File: config.mk
export PLATFORM = sky130hd
export DESIGN_NAME = hpmc_ctrl
export DESIGN_NICKNAME = d
export VERILOG_FILES = /design/src/hpmc_pkg.sv /design/src/hpmc_ctrl.sv
export SDC_FILE = /design/constraint.sdc
export NUM_CORES = 1
export LEC_CHECK = 0
export BUFFER_PORTS_ARGS = -buffer_cell sky130_fd_sc_hd__buf_4
export CAP_MARGIN = 0
export CORE_MARGIN = 8
export CORE_UTILIZATION = 50
export DETAILED_ROUTE_END_ITERATION = 6
export HOLD_SLACK_MARGIN = 0.08
export PLACE_DENSITY = 0.76
export SLEW_MARGIN = 20
export SYNTH_ARGS = -nofsm -noshare
export SYNTH_HDL_FRONTEND = slang
export SYNTH_SLANG_ARGS = --single-unit
File: constraint.sdc
create_clock -name clock -period 6.1 [get_ports clock]
set_input_delay 0.305 -clock clock [delete_from_list [all_inputs] [get_ports clock]]
set_output_delay 0.305 -clock clock [all_outputs]
set_load 0.03 [all_outputs]
File: src/hpmc_pkg.sv
// Package for the Heston path stepper: payload and register types,
// datapath operation codes, controller/datapath command types, helpers.
// No dependencies.
package hpmc_pkg;

   // default binary point position of the state and register Q formats
   localparam int FRAC_BITS_DEF = 24;

   // width of the wide internal arithmetic (one full 33x33 signed product)
   localparam int WIDE = 66;

   // configuration port
   localparam int CSR_AW = 5;
   localparam int CSR_DW = 32;

   // register indexes
   localparam logic [2:0] REG_KAPPA_DT        = 3'd0;
   localparam logic [2:0] REG_LONG_VAR        = 3'd1;
   localparam logic [2:0] REG_VOLVOL_RHO_SDT  = 3'd2;
   localparam logic [2:0] REG_VOLVOL_COMP_SDT = 3'd3;
   localparam logic [2:0] REG_ROOT_DT         = 3'd4;
   localparam logic [2:0] REG_RATE_DT         = 3'd5;
   localparam logic [2:0] REG_STRIKE_RATIO    = 3'd6;
   localparam logic [2:0] REG_START_VAR       = 3'd7;

   // strike ratio reset: one in Q7.24
   localparam logic [30:0] STRIKE_RESET = 31'd16777216;

   // number of datapath steps in one time step
   localparam int NUM_STEPS = 15;
   localparam int STEP_W    = 4;

   // saturation bounds in the wide format
   localparam logic signed [WIDE-1:0] SAT_HI = {{(WIDE-31){1'b0}}, {31{1'b1}}};
   localparam logic signed [WIDE-1:0] SAT_LO = {{(WIDE-31){1'b1}}, {31{1'b0}}};

   typedef struct packed {
      logic signed [15:0] normal_a;
      logic signed [15:0] normal_b;
      logic               path_end;
      logic               batch_end;
   } req_type;

   typedef struct packed {
      logic [30:0] path_payoff;
      logic [47:0] payoff_total;
      logic [23:0] paths_done;
      logic        batch_last;
   } rsp_type;

   typedef struct packed {
      logic [30:0]        kappa_dt;
      logic [30:0]        long_var;
      logic signed [31:0] volvol_rho_sdt;
      logic [30:0]        volvol_comp_sdt;
      logic [30:0]        root_dt;
      logic signed [31:0] rate_dt;
      logic [30:0]        strike_ratio;
      logic [30:0]        start_var;
   } cfg_type;

   // datapath operations
   typedef enum logic [2:0] {
      OP_DZ,      // dz = root_dt * a
      OP_WA,      // first half of the variance noise
      OP_WB,      // second half of the variance noise
      OP_SQRT,    // root of the selected variance
      OP_NOISE,   // sqrt(v) * w
      OP_KAP,     // mean reversion and variance update
      OP_D,       // spot increment factor
      OP_S        // spot update
   } op_type;

   typedef struct packed {
      op_type op;
      logic   twin;
   } step_type;

   // controller to datapath
   typedef struct packed {
      logic   take;     // latch the input transaction
      logic   load;     // reload the path state
      logic   mul;      // register the product
      logic   wb;       // write back the product
      logic   sq_go;    // start the square root
      logic   sq_wb;    // write back the root
      logic   pay;      // build the result
      op_type op;
      logic   twin;
   } cmd_type;

   // datapath to controller
   typedef struct packed {
      logic pend;
      logic sq_done;
      logic out_busy;
   } sts_type;

   // step sequence of one time step
   function automatic step_type step_op(input logic [STEP_W-1:0] step);
      step_type          r;
      logic [STEP_W-1:0] k;
      r.twin = 1'b0;
      r.op   = OP_DZ;
      k      = '0;
      if (step < STEP_W'(3)) begin
         case (step)
            STEP_W'(0): r.op = OP_DZ;
            STEP_W'(1): r.op = OP_WA;
            default:    r.op = OP_WB;
         endcase
      end else begin
         k = step - STEP_W'(3);
         if (k >= STEP_W'(6)) begin
            r.twin = 1'b1;
            k      = k - STEP_W'(6);
         end
         case (k)
            STEP_W'(0): r.op = OP_SQRT;
            STEP_W'(1): r.op = OP_NOISE;
            STEP_W'(2): r.op = OP_KAP;
            STEP_W'(3): r.op = OP_SQRT;
            STEP_W'(4): r.op = OP_D;
            default:    r.op = OP_S;
         endcase
      end
      return r;
   endfunction

   // clamp to the signed 32 bit range
   function automatic logic signed [31:0] sat32(input logic signed [WIDE-1:0] x);
      logic signed [31:0] r;
      if (x > SAT_HI) begin
         r = SAT_HI[31:0];
      end else if (x < SAT_LO) begin
         r = SAT_LO[31:0];
      end else begin
         r = x[31:0];
      end
      return r;
   endfunction

endpackage

File: src/hpmc_ctrl.sv
// Controller of the Heston path stepper: walks the datapath through the
// step sequence of one time step. Depends on hpmc_pkg.
module hpmc_ctrl (
   input  logic              clock,
   input  logic              reset,
   input  logic              req_valid,
   output logic              req_ready,
   input  hpmc_pkg::sts_type sts,
   output hpmc_pkg::cmd_type cmd
);

   localparam int SW = hpmc_pkg::STEP_W;
   localparam logic [SW-1:0] LAST = SW'(hpmc_pkg::NUM_STEPS - 1);

   typedef enum logic [2:0] {
      ST_IDLE,
      ST_LOAD,
      ST_MUL,
      ST_WB,
      ST_SQ_GO,
      ST_SQ_WAIT,
      ST_PAY
   } state_type;

   state_type          state_ff, state_in;
   logic [SW-1:0]      step_ff, step_in;
   logic               open_ff, open_in;
   hpmc_pkg::step_type cur, nxt;

   assign cur = hpmc_pkg::step_op(step_ff);
   assign nxt = hpmc_pkg::step_op(step_ff + SW'(1));

   // next state
   always_comb begin
      state_in = state_ff;
      step_in  = step_ff;
      open_in  = open_ff;
      case (state_ff)
         ST_IDLE: begin
            if (req_valid) begin
               step_in  = '0;
               state_in = open_ff ? ST_MUL : ST_LOAD;
            end
         end
         ST_LOAD: begin
            open_in  = 1'b1;
            state_in = ST_MUL;
         end
         ST_MUL:  state_in = ST_WB;
         ST_SQ_GO: state_in = ST_SQ_WAIT;
         ST_WB, ST_SQ_WAIT: begin
            if (state_ff == ST_WB || sts.sq_done) begin
               if (step_ff == LAST) begin
                  state_in = sts.pend ? ST_PAY : ST_IDLE;
               end else begin
                  step_in  = step_ff + SW'(1);
                  state_in = (nxt.op == hpmc_pkg::OP_SQRT) ? ST_SQ_GO : ST_MUL;
               end
            end
         end
         ST_PAY: begin
            if (!sts.out_busy) begin
               open_in  = 1'b0;
               state_in = ST_IDLE;
            end
         end
         default: state_in = ST_IDLE;
      endcase
   end

   always_ff @(posedge clock) begin
      if (reset) begin
         state_ff <= ST_IDLE;
         step_ff  <= '0;
         open_ff  <= 1'b0;
      end else begin
         state_ff <= state_in;
         step_ff  <= step_in;
         open_ff  <= open_in;
      end
   end

   // commands
   always_comb begin
      cmd.take  = (state_ff == ST_IDLE) && req_valid;
      cmd.load  = (state_ff == ST_LOAD);
      cmd.mul   = (state_ff == ST_MUL);
      cmd.wb    = (state_ff == ST_WB);
      cmd.sq_go = (state_ff == ST_SQ_GO);
      cmd.sq_wb = (state_ff == ST_SQ_WAIT) && sts.sq_done;
      cmd.pay   = (state_ff == ST_PAY) && !sts.out_busy;
      cmd.op    = cur.op;
      cmd.twin  = cur.twin;
   end

   assign req_ready = (state_ff == ST_IDLE);

endmodule

==> key figures, run 1 <==
Pwr
  – Clock share of power: 0.233
  – Max IR drop VDD: 0.000138 V
  – Switching pwr: 67.8 µW
  – PD cells: 149 mW/mm²
  – Comb pwr share: 0.386
  – Int Pwr: 107 µW
  – Switching Share: 0.387
  – Sequential Power Share: 0.381
  – Tot Pwr: 175 µW
  – Total leakage power: 0.469 nW

Synthesis
  – Syn Area/Cell: 7.05 µm²
  – Fraction of registers with async set or reset after synthesis: 0
  – Yosys warns: 0
  – Share of the synthesized area in the top cell type: 0.156
  – Distinct cell type count after synthesis: 44
  – Sequential share of the synthesized area: 0.156
  – Post-synth EDFFs: 0
  – Synth area leader: dfxtp_1
  – Mapped Cells: 146
  – Area contributors post-synth: dfxtp_1, ha_1, nor2_1
  – Syn_nets: 159
  – Post-Syn Area: 0.00103 mm²
  – Flops & latches, synth: 8
  – Synth Flop Type: dfxtp_1

GRT
  – Pin count of the biggest net entering global routing: 18
  – Global-route wire length before repair: 3970 µm
  – Overflow after GRT: 0
  – Vias in the first global route: 990
  – Initial antenna violation count: 0
  – Total GRT Usage: 0.133

Setup path
  – Critical path class: reg -> out
  – CP Launch Type: register
  – Arrival @ worst endpoint: 3180 ps
  – Worst reg2reg startpoint: step_ff[0]
  – RR Endpoint: state_ff[1]
  – Data required, critical path: 5790 ps
  – Crit end category: output port
  – R2R Setup Slk: 3110 ps
  – Cells on worst reg2reg path: 9
  – CP max FO: 17

Clocking
  – Post-CTS Repair Setup Buffers: 0
  – Reg clk slew, reported paths: 60 ps
  – TritonCTS Sinks: 8
  – CTS Hold Bufs: 0
  – Clk root buf: clkbuf_4
  – Clk buf depth: 2
  – Clock latency on the worst-skew pair: 250 ps
  – TritonCTS clock tree: built
  – H-tree depth: 1
  – Num CTS Buffers: 3
  – Resized cells post-CTS: 0

Min path
  – Hold endpoint: open_ff
  – Hold Crit Start: reset
  – Worst hold stages: 2
  – HP Class: in -> reg

Layout
  – Area Growth Syn to Fin: 14.1%
  – Filler cell count: 195
  – Most frequent cells in the layout: nor2_1, buf_4, nand2_1, a21oi_1, dfxtp_1
  – Nets@finish: 171
  – Area of the multi-input gates: 805 µm²
  – Storage element area: 160 µm²
  – # diodes: 0
  – Share of layout cells above drive strength 1: 0.192
  – Most common cell after layout, fill and taps aside: nor2_1

Floorplanning
  – Core ar.: 0.00196 mm²
  – Initial Util: 0.525
  – Io pins: 18
  – Die ar.: 0.00377 mm²
  – Row Count: 16
  – Die outline width: 61.4 µm
  – Height of the die: 61.4 µm

Timing
  – Worst hold slack: 284 ps
  – # setup viols final: 0
  – Worst-Margin Slew: 633 ps
  – Setup TNS: 0 ps
  – Hold violation count in the final report: 0
  – RSZ-0062 raised after global routing: no
  – Final critical-path required period: 3480 ps
  – Fmax: 0.287 GHz
  – Rel. slew slack: 0.575
  – Final Max Slew Viols: 0
  – Clk_skew: 10.4 ps
  – Final period util: 0.571

Route
  – Vias per std cell: 5.73
  – Drt total wl: 2330 µm
  – WL/cell: 12.7 µm
  – Post-DRT Antenna Nets: 0
  – Total number of vias: 1048
  – Starting DRT DRC Count: 53
  – DRC Markers: 0
  – Router iterations before antenna repair: 4

Placed design
  – Routability Congestion: 0.882
  – Dpl hpwl: 1810 µm
  – Input/output buffers: 17

Job
  – Max-Cap Viols: 0

Outcome
  – Status: finished, final reports clean
-- per-layer routing --
metal / track usage / wire length [µm]
met1: 0.158 / 1050
met2: 0.236 / 1150
met3: 0.0125 / 106
met4: 0.0552 / 14
met5: 0 / 0
-- flip-flops by register name (all words and copies together) (netlist names) --
name	cells
open_ff	1
state_ff	3
step_ff	4
-- cell usage after synthesis, types with 4 or more instances --
cell,n
nor2_1,18
dfxtp_1,8
nor3b_1,4
inv_1,6
xnor2_1,5
nand2_1,14
nor2b_1,6
nor3_1,4
a21oi_1,11
o21ai_0,7
and2_1,4
clkbuf_1,8
ha_1,7
-- metrics by stage --
step,cells,setup WS [ps],area [µm²],util
floorplan,146,3310,1030,-
global route,183,2380,1170,0.599
CTS,183,2640,1170,0.599
finish,183,2620,1170,0.599
detailed placement,180,2910,1150,0.587
global placement,180,3080,1150,0.587
-- worst max-delay path, cell delays in order (launching register included) --
cell	delay, ps
dfxtp_1	670
ha_1	470
xor2_2	300
inv_2	150
ha_1	330
a32oi_1	230
o22ai_1	120
and4_1	210
or2_2	290
buf_4	170
-- kinds of logic after synthesis --
family                   count (synthesis)  share of synthesized area
AO/OA/AOI/OAI                           40                      0.261
XOR/XNOR                                 8                     0.0936
adder cells (fa/ha/maj)                  7                     0.0851
buffers and inverters                   17                     0.0632
flip-flops                               8                      0.156
multiplexers                             2                     0.0194
AND/OR/NAND/NOR                         64                      0.322
-- how the worst max path moves through the flow --
stage | from | end | cells after the start
after floorplan | step_ff[0] | cmd[1] | 9
after global placement | step_ff[0] | cmd[3] | 9
after detailed placement | step_ff[0] | cmd[3] | 9
after CTS | step_ff[0] | cmd[3] | 9
after global routing | step_ff[0] | cmd[3] | 9
final | step_ff[0] | cmd[3] | 9
-- cell type report --
type,count,area share
multi-input combinational,121,0.685
inverter,7,0.0224
tap,27,0.0288
sequential,8,0.136
timing repair buffer,17,0.109
clock buffer,3,0.0192
-- power by group through the flow --
stage	Sequential (mW)	Clock, mW	Combinational [mW]
final	0.0668	0.0408	0.0676
after global routing	0.0678	0.0444	0.0745
after CTS	0.0666	0.0427	0.0681
after detailed placement	0.0677	0	0.0677
after global placement	0.0674	0	0.0667
after floorplan	0.0592	0	0.0565
Power figures use the tool's default switching activity.
==> inputs of run 2 (changes only) <==
- clock period: 6.1 -> 3.6 ns (I/O delays scaled with it)
==> run 2 against run 1 <==
Net effect:
- sequential power is 68% higher
- sequential cell count unchanged
- register-to-register slack worse by 2300 ps
- wire length is 3.2% higher
- core utilization increased by 0.38 points
- non-clock buffer count increased by 1
- power is 70% higher
- via count is 0.57% higher
- clock skew increased by 0.87 ps
- clock power is 70% higher
- critical path type unchanged
- largest cell class unchanged
==> key figures, run 2 (synthesis results as in run 1) <==
Layout
  – Area Growth Syn to Fin: 14.8%
  – Storage element area: 160 µm²
  – Biggest register: step_ff
  – # diodes: 0
  – Max FFs per register: 4
  – Most frequent cells in the layout: nor2_1, buf_4, nand2_1, a21oi_1, dfxtp_1
  – Top Registers: step_ff: 4 flops, state_ff: 3 flops, open_ff: 1 flops
  – Area of the multi-input gates: 805 µm²
  – Nets@finish: 172
  – Share of layout cells above drive strength 1: 0.197
  – Filler cell count: 213

Setup path
  – CP Launch Type: register
  – Arrival @ worst endpoint: 2880 ps
  – Worst reg2reg startpoint: step_ff[1]
  – Data required, critical path: 3420 ps
  – Crit end category: output port
  – RR Endpoint: state_ff[1]
  – CP Launch Point: step_ff[1]
  – R2R Setup Slk: 850 ps
  – CP max FO: 9
  – Critical path class: reg -> out
  – Cells on worst reg2reg path: 9

GRT
  – Met1 usage: 0.180
  – Overflow after GRT: 0
  – Initial antenna violation count: 0
  – Met3 Track Usage GR: 0.0376
  – Vias in the first global route: 929
  – Total GRT Usage: 0.139
  – Pin count of the biggest net entering global routing: 18
  – Global-route wire length before repair: 4110 µm
  – Met2 Track Usage GR: 0.224
  – Most used routing layer: met2

Placed design
  – Input/output buffers: 17
  – Routability Congestion: 0.867
  – Dpl hpwl: 1870 µm

Timing
  – Worst-Margin Slew: 693 ps
  – Final period util: 0.851
  – Final critical-path required period: 3060 ps
  – # setup viols final: 0
  – RSZ-0062 raised after global routing: no
  – Rel. slew slack: 0.533
  – Fmax: 0.327 GHz
  – Final Max Slew Viols: 0
  – Setup TNS: 0 ps
  – Hold violation count in the final report: 0
  – Clk_skew: 11.2 ps

Pwr
  – Tot Pwr: 298 µW
  – Switching Share: 0.387
  – Max IR drop VDD: 0.000325 V
  – Sequential Power Share: 0.375
  – Clock share of power: 0.233
  – Switching pwr: 115 µW
  – PD cells: 252 mW/mm²
  – Int Pwr: 183 µW
  – Comb pwr share: 0.392
  – Total leakage power: 0.474 nW

Clocking
  – Clk buf depth: 2
  – Clk root buf: clkbuf_4
  – Reg clk slew, reported paths: 60 ps
  – H-tree depth: 1
  – Clock latency on the worst-skew pair: 260 ps
  – TritonCTS Sinks: 8
  – TritonCTS clock tree: built
  – Resized cells post-CTS: 0
  – Num CTS Buffers: 3
  – Post-CTS Repair Setup Buffers: 0
  – CTS Hold Bufs: 0

Route
  – Router iterations before antenna repair: 4
  – Post-DRT Antenna Nets: 0
  – Starting DRT DRC Count: 36
  – Drt total wl: 2400 µm
  – WL/cell: 13.1 µm
  – DRC Markers: 0
  – Vias per std cell: 5.73
  – Total number of vias: 1054

Floorplanning
  – Die outline width: 61.4 µm
  – Row Count: 16
  – Initial Util: 0.525
  – Io pins: 18
  – Height of the die: 61.4 µm
  – Die ar.: 0.00377 mm²
  – Core ar.: 0.00196 mm²

Min path
  – Hold Crit Start: reset
  – HP Class: in -> reg
  – Hold endpoint: open_ff
  – Worst hold stages: 2

Job
  – Max-Cap Viols: 0

Outcome
  – Status: finished, final reports clean
-- run 2: through the flow --
| step | hold slack (ps) | instances | cell area, µm² | setup slack [ps] | utilization |
|---|---|---|---|---|---|
| 5_1_grt | 150 | 184 | 1180 | 264 | 0.603 |
| 3_5_place_dp | 432 | 181 | 1160 | 805 | 0.591 |
| 3_3_place_gp | 429 | 181 | 1160 | 938 | 0.591 |
| 4_1_cts | 152 | 184 | 1180 | 529 | 0.603 |
| 6_report | 153 | 184 | 1180 | 538 | 0.603 |
| 2_1_floorplan | 385 | 146 | 1030 | 931 | - |
-- run 2: metal layers --
layer  vias to the layer above  share of wire
met5                         -              0
li1                        544              -
met2                        23           0.49
met1                       485           0.45
met3                         2          0.051
met4                         0         0.0042
-- run 2: worst max-delay path by stage --
stage	endpoint	slack, ps	depth (start not counted)
5_1_grt	cmd[3]	260	9
2_1_floorplan	cmd[1]	930	9
3_5_place_dp	cmd[3]	800	9
3_3_place_gp	cmd[3]	940	9
6_report	cmd[3]	540	9
4_1_cts	cmd[3]	530	9
-- run 2: cell type report --
type / instances / share of cell area
repair buffers: 18 / 0.114
well taps: 27 / 0.0286
inverters: 7 / 0.0222
multi-input cells: 121 / 0.680
clock buffers: 3 / 0.0190
flip-flops and latches: 8 / 0.135
-- run 2: worst max-delay path, cell delays in order, from the launching register on --
cell	delay [ps]
dfxtp_1	470
ha_1	420
xor2_2	310
inv_2	150
ha_1	340
a32oi_1	180
o22ai_1	100
and4_1	210
or2_2	290
buf_4	170
-- run 2: power groups by stage --
stage	logic, mW	clock network (mW)	registers (mW)
detailed placement	0.117	0	0.114
finish	0.117	0.0693	0.112
CTS	0.117	0.0720	0.111
floorplan	0.0957	0	0.100
global route	0.128	0.0804	0.114
global placement	0.114	0	0.113
