$ cat config.mk
export PLATFORM = sky130hd
export DESIGN_NAME = hpmc_csr
export DESIGN_NICKNAME = d
export VERILOG_FILES = /design/src/hpmc_pkg.sv /design/src/hpmc_csr.sv
export SDC_FILE = /design/constraint.sdc
export NUM_CORES = 1
export LEC_CHECK = 0
export BUFFER_PORTS_ARGS = -buffer_cell sky130_fd_sc_hd__buf_4
export CAP_MARGIN = 10
export CELL_PAD_IN_SITES_DETAIL_PLACEMENT = 0
export CELL_PAD_IN_SITES_GLOBAL_PLACEMENT = 2
export CORE_UTILIZATION = 30
export CTS_BUF_LIST = sky130_fd_sc_hd__clkbuf_4 sky130_fd_sc_hd__clkbuf_8 sky130_fd_sc_hd__clkbuf_16
export CTS_CLUSTER_DIAMETER = 80
export CTS_CLUSTER_SIZE = 28
export DETAILED_ROUTE_END_ITERATION = 6
export PLACE_DENSITY = 0.79
export RECOVER_POWER = 25
export SKIP_LAST_GASP = 1
export SYNTH_ARGS = -nofsm -noshare
export SYNTH_HDL_FRONTEND = slang
export SYNTH_SLANG_ARGS = --single-unit
$ cat constraint.sdc
create_clock -name clock -period 3.05 [get_ports clock]
set_clock_uncertainty 0.05 [all_clocks]
set_input_delay 0.305 -clock clock [delete_from_list [all_inputs] [get_ports clock]]
set_output_delay 0.305 -clock clock [all_outputs]
set_load 0.01 [all_outputs]
$ cat src/hpmc_pkg.sv
// Package for the Heston path stepper: payload and register types,
// datapath operation codes, controller/datapath command types, helpers.
// No dependencies.
package hpmc_pkg;

   // default binary point position of the state and register Q formats
   localparam int FRAC_BITS_DEF = 24;

   // width of the wide internal arithmetic (one full 33x33 signed product)
   localparam int WIDE = 66;

   // configuration port
   localparam int CSR_AW = 5;
   localparam int CSR_DW = 32;

   // register indexes
   localparam logic [2:0] REG_KAPPA_DT        = 3'd0;
   localparam logic [2:0] REG_LONG_VAR        = 3'd1;
   localparam logic [2:0] REG_VOLVOL_RHO_SDT  = 3'd2;
   localparam logic [2:0] REG_VOLVOL_COMP_SDT = 3'd3;
   localparam logic [2:0] REG_ROOT_DT         = 3'd4;
   localparam logic [2:0] REG_RATE_DT         = 3'd5;
   localparam logic [2:0] REG_STRIKE_RATIO    = 3'd6;
   localparam logic [2:0] REG_START_VAR       = 3'd7;

   // strike ratio reset: one in Q7.24
   localparam logic [30:0] STRIKE_RESET = 31'd16777216;

   // number of datapath steps in one time step
   localparam int NUM_STEPS = 15;
   localparam int STEP_W    = 4;

   // saturation bounds in the wide format
   localparam logic signed [WIDE-1:0] SAT_HI = {{(WIDE-31){1'b0}}, {31{1'b1}}};
   localparam logic signed [WIDE-1:0] SAT_LO = {{(WIDE-31){1'b1}}, {31{1'b0}}};

   typedef struct packed {
      logic signed [15:0] normal_a;
      logic signed [15:0] normal_b;
      logic               path_end;
      logic               batch_end;
   } req_type;

   typedef struct packed {
      logic [30:0] path_payoff;
      logic [47:0] payoff_total;
      logic [23:0] paths_done;
      logic        batch_last;
   } rsp_type;

   typedef struct packed {
      logic [30:0]        kappa_dt;
      logic [30:0]        long_var;
      logic signed [31:0] volvol_rho_sdt;
      logic [30:0]        volvol_comp_sdt;
      logic [30:0]        root_dt;
      logic signed [31:0] rate_dt;
      logic [30:0]        strike_ratio;
      logic [30:0]        start_var;
   } cfg_type;

   // datapath operations
   typedef enum logic [2:0] {
      OP_DZ,      // dz = root_dt * a
      OP_WA,      // first half of the variance noise
      OP_WB,      // second half of the variance noise
      OP_SQRT,    // root of the selected variance
      OP_NOISE,   // sqrt(v) * w
      OP_KAP,     // mean reversion and variance update
      OP_D,       // spot increment factor
      OP_S        // spot update
   } op_type;

   typedef struct packed {
      op_type op;
      logic   twin;
   } step_type;

   // controller to datapath
   typedef struct packed {
      logic   take;     // latch the input transaction
      logic   load;     // reload the path state
      logic   mul;      // register the product
      logic   wb;       // write back the product
      logic   sq_go;    // start the square root
      logic   sq_wb;    // write back the root
      logic   pay;      // build the result
      op_type op;
      logic   twin;
   } cmd_type;

   // datapath to controller
   typedef struct packed {
      logic pend;
      logic sq_done;
      logic out_busy;
   } sts_type;

   // step sequence of one time step
   function automatic step_type step_op(input logic [STEP_W-1:0] step);
      step_type          r;
      logic [STEP_W-1:0] k;
      r.twin = 1'b0;
      r.op   = OP_DZ;
      k      = '0;
      if (step < STEP_W'(3)) begin
         case (step)
            STEP_W'(0): r.op = OP_DZ;
            STEP_W'(1): r.op = OP_WA;
            default:    r.op = OP_WB;
         endcase
      end else begin
         k = step - STEP_W'(3);
         if (k >= STEP_W'(6)) begin
            r.twin = 1'b1;
            k      = k - STEP_W'(6);
         end
         case (k)
            STEP_W'(0): r.op = OP_SQRT;
            STEP_W'(1): r.op = OP_NOISE;
            STEP_W'(2): r.op = OP_KAP;
            STEP_W'(3): r.op = OP_SQRT;
            STEP_W'(4): r.op = OP_D;
            default:    r.op = OP_S;
         endcase
      end
      return r;
   endfunction

   // clamp to the signed 32 bit range
   function automatic logic signed [31:0] sat32(input logic signed [WIDE-1:0] x);
      logic signed [31:0] r;
      if (x > SAT_HI) begin
         r = SAT_HI[31:0];
      end else if (x < SAT_LO) begin
         r = SAT_LO[31:0];
      end else begin
         r = x[31:0];
      end
      return r;
   endfunction

endpackage

$ cat src/hpmc_csr.sv
// APB-style configuration registers of the Heston path stepper.
// Depends on hpmc_pkg.
module hpmc_csr (
   input  logic                       clock,
   input  logic                       reset,
   input  logic                       csr_psel,
   input  logic                       csr_penable,
   input  logic                       csr_pwrite,
   input  logic [hpmc_pkg::CSR_AW-1:0] csr_paddr,
   input  logic [hpmc_pkg::CSR_DW-1:0] csr_pwdata,
   output logic [hpmc_pkg::CSR_DW-1:0] csr_prdata,
   output logic                       csr_pready,
   output hpmc_pkg::cfg_type          cfg
);

   hpmc_pkg::cfg_type cfg_ff, cfg_in;
   logic [2:0]        idx;
   logic              wr;

   assign idx = csr_paddr[4:2];
   assign wr  = csr_psel && csr_penable && csr_pwrite;

   // register write decode
   always_comb begin
      cfg_in = cfg_ff;
      if (wr) begin
         case (idx)
            hpmc_pkg::REG_KAPPA_DT:        cfg_in.kappa_dt        = csr_pwdata[30:0];
            hpmc_pkg::REG_LONG_VAR:        cfg_in.long_var        = csr_pwdata[30:0];
            hpmc_pkg::REG_VOLVOL_RHO_SDT:  cfg_in.volvol_rho_sdt  = csr_pwdata;
            hpmc_pkg::REG_VOLVOL_COMP_SDT: cfg_in.volvol_comp_sdt = csr_pwdata[30:0];
            hpmc_pkg::REG_ROOT_DT:         cfg_in.root_dt         = csr_pwdata[30:0];
            hpmc_pkg::REG_RATE_DT:         cfg_in.rate_dt         = csr_pwdata;
            hpmc_pkg::REG_STRIKE_RATIO:    cfg_in.strike_ratio    = csr_pwdata[30:0];
            default:                       cfg_in.start_var       = csr_pwdata[30:0];
         endcase
      end
   end

   always_ff @(posedge clock) begin
      if (reset) begin
         cfg_ff <= '{strike_ratio: hpmc_pkg::STRIKE_RESET, default: '0};
      end else begin
         cfg_ff <= cfg_in;
      end
   end

   // read back
   always_comb begin
      case (idx)
         hpmc_pkg::REG_KAPPA_DT:        csr_prdata = {1'b0, cfg_ff.kappa_dt};
         hpmc_pkg::REG_LONG_VAR:        csr_prdata = {1'b0, cfg_ff.long_var};
         hpmc_pkg::REG_VOLVOL_RHO_SDT:  csr_prdata = cfg_ff.volvol_rho_sdt;
         hpmc_pkg::REG_VOLVOL_COMP_SDT: csr_prdata = {1'b0, cfg_ff.volvol_comp_sdt};
         hpmc_pkg::REG_ROOT_DT:         csr_prdata = {1'b0, cfg_ff.root_dt};
         hpmc_pkg::REG_RATE_DT:         csr_prdata = cfg_ff.rate_dt;
         hpmc_pkg::REG_STRIKE_RATIO:    csr_prdata = {1'b0, cfg_ff.strike_ratio};
         default:                       csr_prdata = {1'b0, cfg_ff.start_var};
      endcase
   end

   assign csr_pready = 1'b1;
   assign cfg        = cfg_ff;

endmodule

==> results of run 1 <==
## through the flow
stage	hold WS, ns	worst slack, ns	utilization (%)	instances
2_1_floorplan	0.4162	1.381	-	1194
3_3_place_gp	0.4238	0.5122	38.04	1941
3_5_place_dp	0.4321	0.5116	38.04	1941
4_1_cts	0.03754	0.5140	39.55	1970
5_1_grt	0.05577	0.4428	38.29	1970
6_report	0.05144	0.5573	38.29	1970
## path summary, 6_finish.rpt
| kind | endpoint | slack, ns | depth (start not counted) |
|---|---|---|---|
| setup / recovery | csr_prdata[24] | 0.56 | 6 |
| hold reg to reg | cfg[58] | 0.44 | 2 |
| setup reg to reg | cfg[17] | 2.30 | 2 |
| hold / removal | cfg[93] | 0.05 | 3 |
## critical path, stage by stage
cell and delay, ns:
buf_4 0.54, and2_2 0.25, buf_4 0.38, a221oi_1 0.14
o22ai_1 0.27, buf_4 0.18
## cell families after synthesis
group / count (synthesis) / synth area share [%]
AND/OR/NAND/NOR: 372 / 18.68
flip-flops: 250 / 42.00
other: 1 / 0.03147
AO/OA/AOI/OAI: 150 / 10.66
buffers and inverters: 160 / 6.626
multiplexers: 261 / 22.00
## power by group
part	total [mW]	switching (mW)	leakage, nW	internal (mW)
Clock	2.56	1.30	0.281	1.26
Combinational	0.667	0.385	4.54	0.282
Sequential	3.31	0.0232	2.02	3.29
Total	6.53	1.71	6.84	4.82
## cell usage in the layout (no fill, tap or decap), types with 3 or more instances in the layout
cell type / synthesis / layout
inv_1: 29 / 28
a21oi_1: 5 / 5
nand2b_1: 284 / 283
o32ai_1: 4 / 4
nand2_1: 36 / 32
o32a_1: 4 / 4
mux2i_1: 254 / 254
nor2b_1: 27 / 25
buf_12: 0 / 12
nor2_1: 8 / 6
o22ai_1: 24 / 24
o21ai_0: 5 / 5
dfxtp_1: 250 / 250
a31oi_1: 4 / 4
and2_2: 0 / 3
o221ai_1: 3 / 3
mux2_2: 7 / 7
clkbuf_1: 52 / 131
clkbuf_16: 0 / 17
buf_4: 20 / 216
a221oi_1: 72 / 72
o221a_2: 24 / 24
a22o_1: 4 / 4
nand2_2: 1 / 5
## cell type report
type	instances	area, sq um
multi-input cells	784	6187
flip-flops and latches	250	5005
inverters	29	108.9
well taps	518	648.1
fillers	4101	24020
clock inverters	10	137.6
repair buffers	361	2375
clock buffers	18	439.2
## timing repair
item | 4_1_cts | 5_1_grt
endpoints found under the hold margin | 1 | 0
buffers inserted | 0 | 0
setup endpoints to repair | 0 | 0
hold buffers | 1 | 0
## layer usage
metal / track usage [%] / part of all wire (%)
met4: 5.032 / 2.3
met1: 27.74 / 46
met5: 0 / 0
met2: 34.43 / 46
met3: 4.227 / 5.5
==> summary.txt, run 1 <==
Floorplanning
  – Die Wd: 201.3 um
  – Row count: 72
  – Starting Density: 30.62%
  – Core Box Area: 38920 sq um
  – Die area: approximately 41000 sq um
  – Chip Height: just over 200 um
  – I/O Pins: 325

Drt
  – Final WL: approximately 44 mm
  – DR iter-0 viols: slightly below 500
  – Pre-antenna DRT Iters: 5
  – Drt drc: 0
  – Via count: 9854
  – DR WL/cell: 22.36 um
  – ANT nets after route: 0
  – DR vias/cell: about 5

Yosys
  – FF+latch count, synth: 250
  – Async SR Flop Fraction: 0%
  – Synth Flop Type: dfxtp_1
  – Library cells used by synthesis: 35
  – Count leader, synth: nand2b_1
  – Syn nets: 1236
  – Cell accounting for the most synthesized area: dfxtp_1
  – Mapped Area: 11920 sq um
  – Synth area leaders: dfxtp_1 42%, mux2i_1 21%, nand2b_1 15%
  – Post-synth top cells: 284 x nand2b_1, 254 x mux2i_1, 250 x dfxtp_1, 72 x a221oi_1, 52 x clkbuf_1
  – Yosys warning count: 0
  – Post-synth EDFFs: 0
  – Post-synthesis area per instance: 9.979 sq um
  – Top-area cell type share of the netlist area: a little over two fifths
  – Post-Synthesis Cells: about 1200
  – Sequential share of the synthesized area: 42.00%

Global routing
  – First-pass GRT wire length: 64.56 mm
  – Antenna violations before repair: 0
  – Gr ovfl total: 0
  – GRT Total Usage: 20.85%
  – Largest net degree at the start of global routing: 94
  – Vias in the first global route: 9772

CTS
  – Cts bufs inserted: 16
  – Clk buf depth: 3
  – Num Clock Sinks: 250
  – CTS H-tree depth: 1
  – Clock-pin slew on the worst setup and hold paths: 0.09 ns
  – Post_cts resized: 0
  – CTS tree: built
  – Clock Tree Root: clkbuf_16
  – Skew-Pair Late Insertion Delay: ~0.5 ns

STA
  – Setup TNS: 0 ns
  – Pins Over Slew Limit: 0
  – Post-route clock period utilization: 81.73%
  – Final Hold Fails: 0
  – Final setup violation count: 0
  – Least-Margin Pin Slew: 0.7583 ns
  – Max Clock Freq: 401.2 MHz
  – Min Clock Period, post-route: around 2.5 ns
  – Slew headroom: 49.26%
  – RSZ-0062 raised after global routing: no

Placed design
  – Gp weighted congestion: 0.7657
  – Dpl hpwl: 29.58 mm
  – I/O Buffers: about 320
  – Placed inst area: about 15000 sq um

Cells and area
  – Post-route cell area: 14900 sq um
  – P&R area growth vs syn: 25.05%
  – Layout cells sized above 1: 21.01%
  – Max reg flops: 250
  – Total Nets Final: 1484
  – Antenna diodes: 0

Setup path
  – CP Class: input port to output port
  – Crit path capture type: output port
  – Worst Path Required: 2.69 ns
  – Startpoint Class: input port
  – Worst reg2reg path startpoint: cfg[17]
  – Critical path origin: csr_paddr[2]
  – Critical Path Fanout Max: 37
  – Worst EP arrival: 2.14 ns

Power and ir drop
  – Pwr dens: 438.5 nW/um^2
  – Pleak: between 6 and 7 nW
  – Tot Pwr: around 6.5 mW
  – Max VDD drop: 0.2750 mV

Worst hold path
  – Hold_sp: csr_pwdata[31]
  – Min-Delay Path Class: input port to register

Job
  – # Max-Cap Violations: 0

Outcome
  – Status: complete, no violations
No activity file was read; power rests on OpenSTA's default activity.
==> inputs of run 2 (changes only) <==
--- a/config.mk
+++ b/config.mk
@@ -5,16 +5,17 @@
 export SDC_FILE = /design/constraint.sdc
 export NUM_CORES = 1
 export LEC_CHECK = 0
+export ABC_AREA = 1
 export BUFFER_PORTS_ARGS = -buffer_cell sky130_fd_sc_hd__buf_4
 export CAP_MARGIN = 10
 export CELL_PAD_IN_SITES_DETAIL_PLACEMENT = 0
 export CELL_PAD_IN_SITES_GLOBAL_PLACEMENT = 2
-export CORE_UTILIZATION = 30
+export CORE_UTILIZATION = 28
 export CTS_BUF_LIST = sky130_fd_sc_hd__clkbuf_4 sky130_fd_sc_hd__clkbuf_8 sky130_fd_sc_hd__clkbuf_16
 export CTS_CLUSTER_DIAMETER = 80
 export CTS_CLUSTER_SIZE = 28
 export DETAILED_ROUTE_END_ITERATION = 6
-export PLACE_DENSITY = 0.79
+export PLACE_DENSITY = 0.83
 export RECOVER_POWER = 25
 export SKIP_LAST_GASP = 1
 export SYNTH_ARGS = -nofsm -noshare
==> constraint.sdc (replaced) <==
create_clock -name clock -period 2.6 [get_ports clock]
set_clock_uncertainty 0.05 [all_clocks]
set_input_delay 0.26 -clock clock [delete_from_list [all_inputs] [get_ports clock]]
set_output_delay 0.26 -clock clock [all_outputs]
set_load 0.01 [all_outputs]
==> run 2 against run 1 <==
  * The run now ends with capacitance limit, slew limit left
  * Sequential power grew 18%
  * Register-to-register slack lost 0.48 ns
  * Total power rose by 20%
  * Non-clock buffer count rose by 7
  * Via count increased by 29%
  * Clock power increased by 24%
==> summary.txt, run 2 <==
Outcome
  – Status: complete, but fails checks (was complete, no violations)
  – Failing checks: capacitance limit, slew limit

Drt
  – DR WL/cell: 22.13 um (was 22.36 um)
  – Via count: 12680 (was 9854)
  – Drt drc: 0 (unchanged)
  – Pre-antenna DRT Iters: 5 (unchanged)
  – DR iter-0 viols: 912 (was 481)
  – DR vias/cell: 5.220 (was 5.002)
  – Final WL: 53.78 mm (was 44.05 mm)
  – ANT nets after route: 0 (unchanged)

Cells and area
  – FF/Latch Area: 5005 sq um (unchanged)
  – Post-route cell area: 14660 sq um (was 14900 sq um)
  – Non-Filler Instances: 2430 (was 1970)
  – Leading cell type in the layout, fill and taps excluded: nor2_1 (was nand2b_1)
  – Most frequent cells in the layout: 470 x nor2_1, 312 x buf_4, 250 x dfxtp_1 (was 283 x nand2b_1, 254 x mux2i_1, 250 x dfxtp_1)
  – Total Nets Final: 1927 (was 1484)
  – Total of fill cells in the finished design: 4402 (was 4101)
  – Area taken by multi-input logic gates: 5523 sq um (was 6187 sq um)
  – Layout cells sized above 1: 19.40% (was 21.01%)
  – Max reg flops: 250 (unchanged)
  – P&R area growth vs syn: 26.42% (was 25.05%)

Placed design
  – Dpl hpwl: 36.96 mm (was 29.58 mm)
  – Placed inst area: 14220 sq um (was 14810 sq um)
  – Gp weighted congestion: 0.8673 (was 0.7657)
  – I/O Buffers: 321 (unchanged)
  – Placed insts: 2395 (was 1941)

Floorplanning
  – I/O Pins: 325 (unchanged)
  – Die Wd: 205.5 um (was 201.3 um)
  – Row count: 74 (was 72)
  – Die area: 42230 sq um (was 40520 sq um)
  – Core Box Area: 40830 sq um (was 38920 sq um)
  – Starting Density: 28.40% (was 30.62%)
  – Chip Height: 205.5 um (was 201.3 um)

Yosys
  – Top-area cell type share of the netlist area: 43.16% (was 42.00%)
  – Cell accounting for the most synthesized area: dfxtp_1 (unchanged)
  – Post-synthesis area per instance: 6.894 sq um (was 9.979 sq um)
  – Post-Synthesis Cells: 1682 (was 1194)
  – Yosys warning count: 0 (unchanged)
  – Syn nets: 1724 (was 1236)
  – Synth area leaders: dfxtp_1 43%, nor2_1 15%, nand4_1 8.4% (was dfxtp_1 42%, mux2i_1 21%, nand2b_1 15%)
  – Sequential share of the synthesized area: 43.16% (was 42.00%)
  – Post-synth EDFFs: 0 (unchanged)
  – Library cells used by synthesis: 24 (was 35)
  – Post-synth top cells: 466 x nor2_1, 250 x dfxtp_1, 155 x nand4_1, 146 x o21ai_1, 128 x nand2_1 (was 284 x nand2b_1, 254 x mux2i_1, 250 x dfxtp_1, 72 x a221oi_1, 52 x clkbuf_1)
  – Async SR Flop Fraction: 0% (unchanged)
  – FF+latch count, synth: 250 (unchanged)
  – Mapped Area: 11600 sq um (was 11920 sq um)
  – Synth Flop Type: dfxtp_1 (unchanged)
  – Count leader, synth: nor2_1 (was nand2b_1)

STA
  – RSZ-0062 raised after global routing: no (unchanged)
  – Least-Margin Pin Slew: 1.502 ns (was 0.7583 ns)
  – Min Clock Period, post-route: 2.238 ns
  – Final Hold Fails: 0 (unchanged)
  – Pins Over Slew Limit: 31 (was 0)
  – Post-route clock period utilization: between 80% and 90%
  – Max Clock Freq: 446.9 MHz
  – Final setup violation count: 0 (unchanged)
  – Setup TNS: 0 ns (unchanged)
  – Slew headroom: -0.1584% (was 49.26%)

CTS
  – CTS tree: built (unchanged)
  – Cts bufs inserted: 18 (was 16)
  – Clk buf depth: 3 (unchanged)
  – Skew-Pair Late Insertion Delay: 0.53 ns (was 0.50 ns)
  – Clock Tree Root: clkbuf_16 (unchanged)
  – Postcts setup bufs: 0 (unchanged)
  – Num Clock Sinks: 250 (unchanged)
  – Clock-pin slew on the worst setup and hold paths: 0.10 ns (was 0.09 ns)
  – CTS H-tree depth: 1 (unchanged)

Power and ir drop
  – Pwr dens: 534.4 nW/um^2 (was 438.5 nW/um^2)
  – Max VDD drop: 0.2835 mV (was 0.2750 mV)
  – Pleak: 6.570 nW (was 6.839 nW)

Setup path
  – Critical path origin: csr_paddr[3] (was csr_paddr[2])
  – Worst EP arrival: 1.93 ns (was 2.14 ns)
  – Startpoint Class: input port (unchanged)
  – Critical Path Fanout Max: 20 (was 37)
  – Ordered cell list for the critical path: buf_4 -> nor2_1 -> buf_4 -> buf_4 -> nand3_1 -> nand2_1 -> nor2_1 -> nand3_1 -> buf_4 (was buf_4 -> and2_2 -> buf_4 -> a221oi_1 -> o22ai_1 -> buf_4)
  – Most frequent CP cell: buf_4 (unchanged)
  – Max incr delay on CP: 0.36 ns (was 0.54 ns)
  – Worst reg2reg path startpoint: cfg[57] (was cfg[17])
  – CP Class: input port to output port (unchanged)
  – Crit-path slowest cell: buf_4 (unchanged)
  – Crit path capture type: output port (unchanged)
  – Worst Path Required: 2.29 ns (was 2.69 ns)

Global routing
  – Largest net degree at the start of global routing: 74 (was 94)
  – Antenna violations before repair: 1 (was 0)
  – Vias in the first global route: 12010 (was 9772)
  – GRT Total Usage: 24.62% (was 20.85%)
  – Gr ovfl total: 0 (unchanged)
  – First-pass GRT wire length: 78.76 mm (was 64.56 mm)

Job
  – # Max-Cap Violations: 1 (was 0)

Worst hold path
  – Min-Delay Path Class: input port to register (unchanged)
  – Hold_sp: csr_pwdata[6] (was csr_pwdata[31])
run 2: cell types whose count changed after synthesis, moves of 92 or more:
cell / change
o21ai_1: +146
nand2b_1: -284
mux2i_1: -254
nor2_1: +458
nand2_1: +92
nor3_1: +125
o21ai_0: +98
nand4_1: +155
run 2: repair_timing:
| action | in CTS | in global routing |
|---|---|---|
| endpoints found under the hold margin | 3 | 0 |
| gates resized for setup | 0 | 0 |
| hold buffers | 2 | 0 |
run 2: final timing paths:
path | to | slack (ns) | cells after the start
setup / recovery | csr_prdata[3] | 0.36 | 9
hold reg to reg | cfg[55] | 0.46 | 2
setup reg to reg | cfg[57] | 1.82 | 2
hold / removal | cfg[68] | 0.008 | 3
run 2: logic make-up (layout without fill, tap and decap cells):
logic type      Yosys count  count (layout)  synth area share [%]
compound gates          250             250                 10.80
simple gates            954             954                 36.90
buf+inv                 227             442                 9.106
flops                   250             250                 43.16
other cells               1               2               0.03234
run 2: final cells by class:
type	instances	area share, %
clock buffer	20	3.294
multi-input combinational	1205	37.67
tap	532	4.540
antenna	1	0.01707
sequential	250	34.14
inverter	42	1.161
timing repair buffer	368	18.30
clock inverter	12	0.8791
run 2: power by group:
group          switching (mW)  internal [mW]
sequential             0.0461           3.88
combinational           0.539          0.207
clock                    1.65           1.51
total                    2.24           5.60
run 2: worst max-delay path: cells and delay by family:
kind / cells / cell delay, ns
buffers and inverters: 4 / 0.93
AND/OR/NAND/NOR: 5 / 0.72
run 2: layer usage:
metal  wire, um  track usage, %  vias up
li1           -               -     6062
met1      21280           29.92     6069
met2      26700           42.71      469
met3       3847           5.005       84
met4       1952           8.730        0
met5          0               0        -
run 2: per-stage QoR:
stage	setup WS, ns	power (mW)	util (%)	hold slack [ns]
detailed placement	0.3718	4.767	34.82	0.4420
global placement	0.3968	4.761	34.82	0.4229
global route	0.2236	8.079	35.90	0.01041
CTS	0.4801	7.921	36.36	0.002574
finish	0.3623	7.834	35.90	0.007589
floorplan	1.131	4.410	-	0.3449
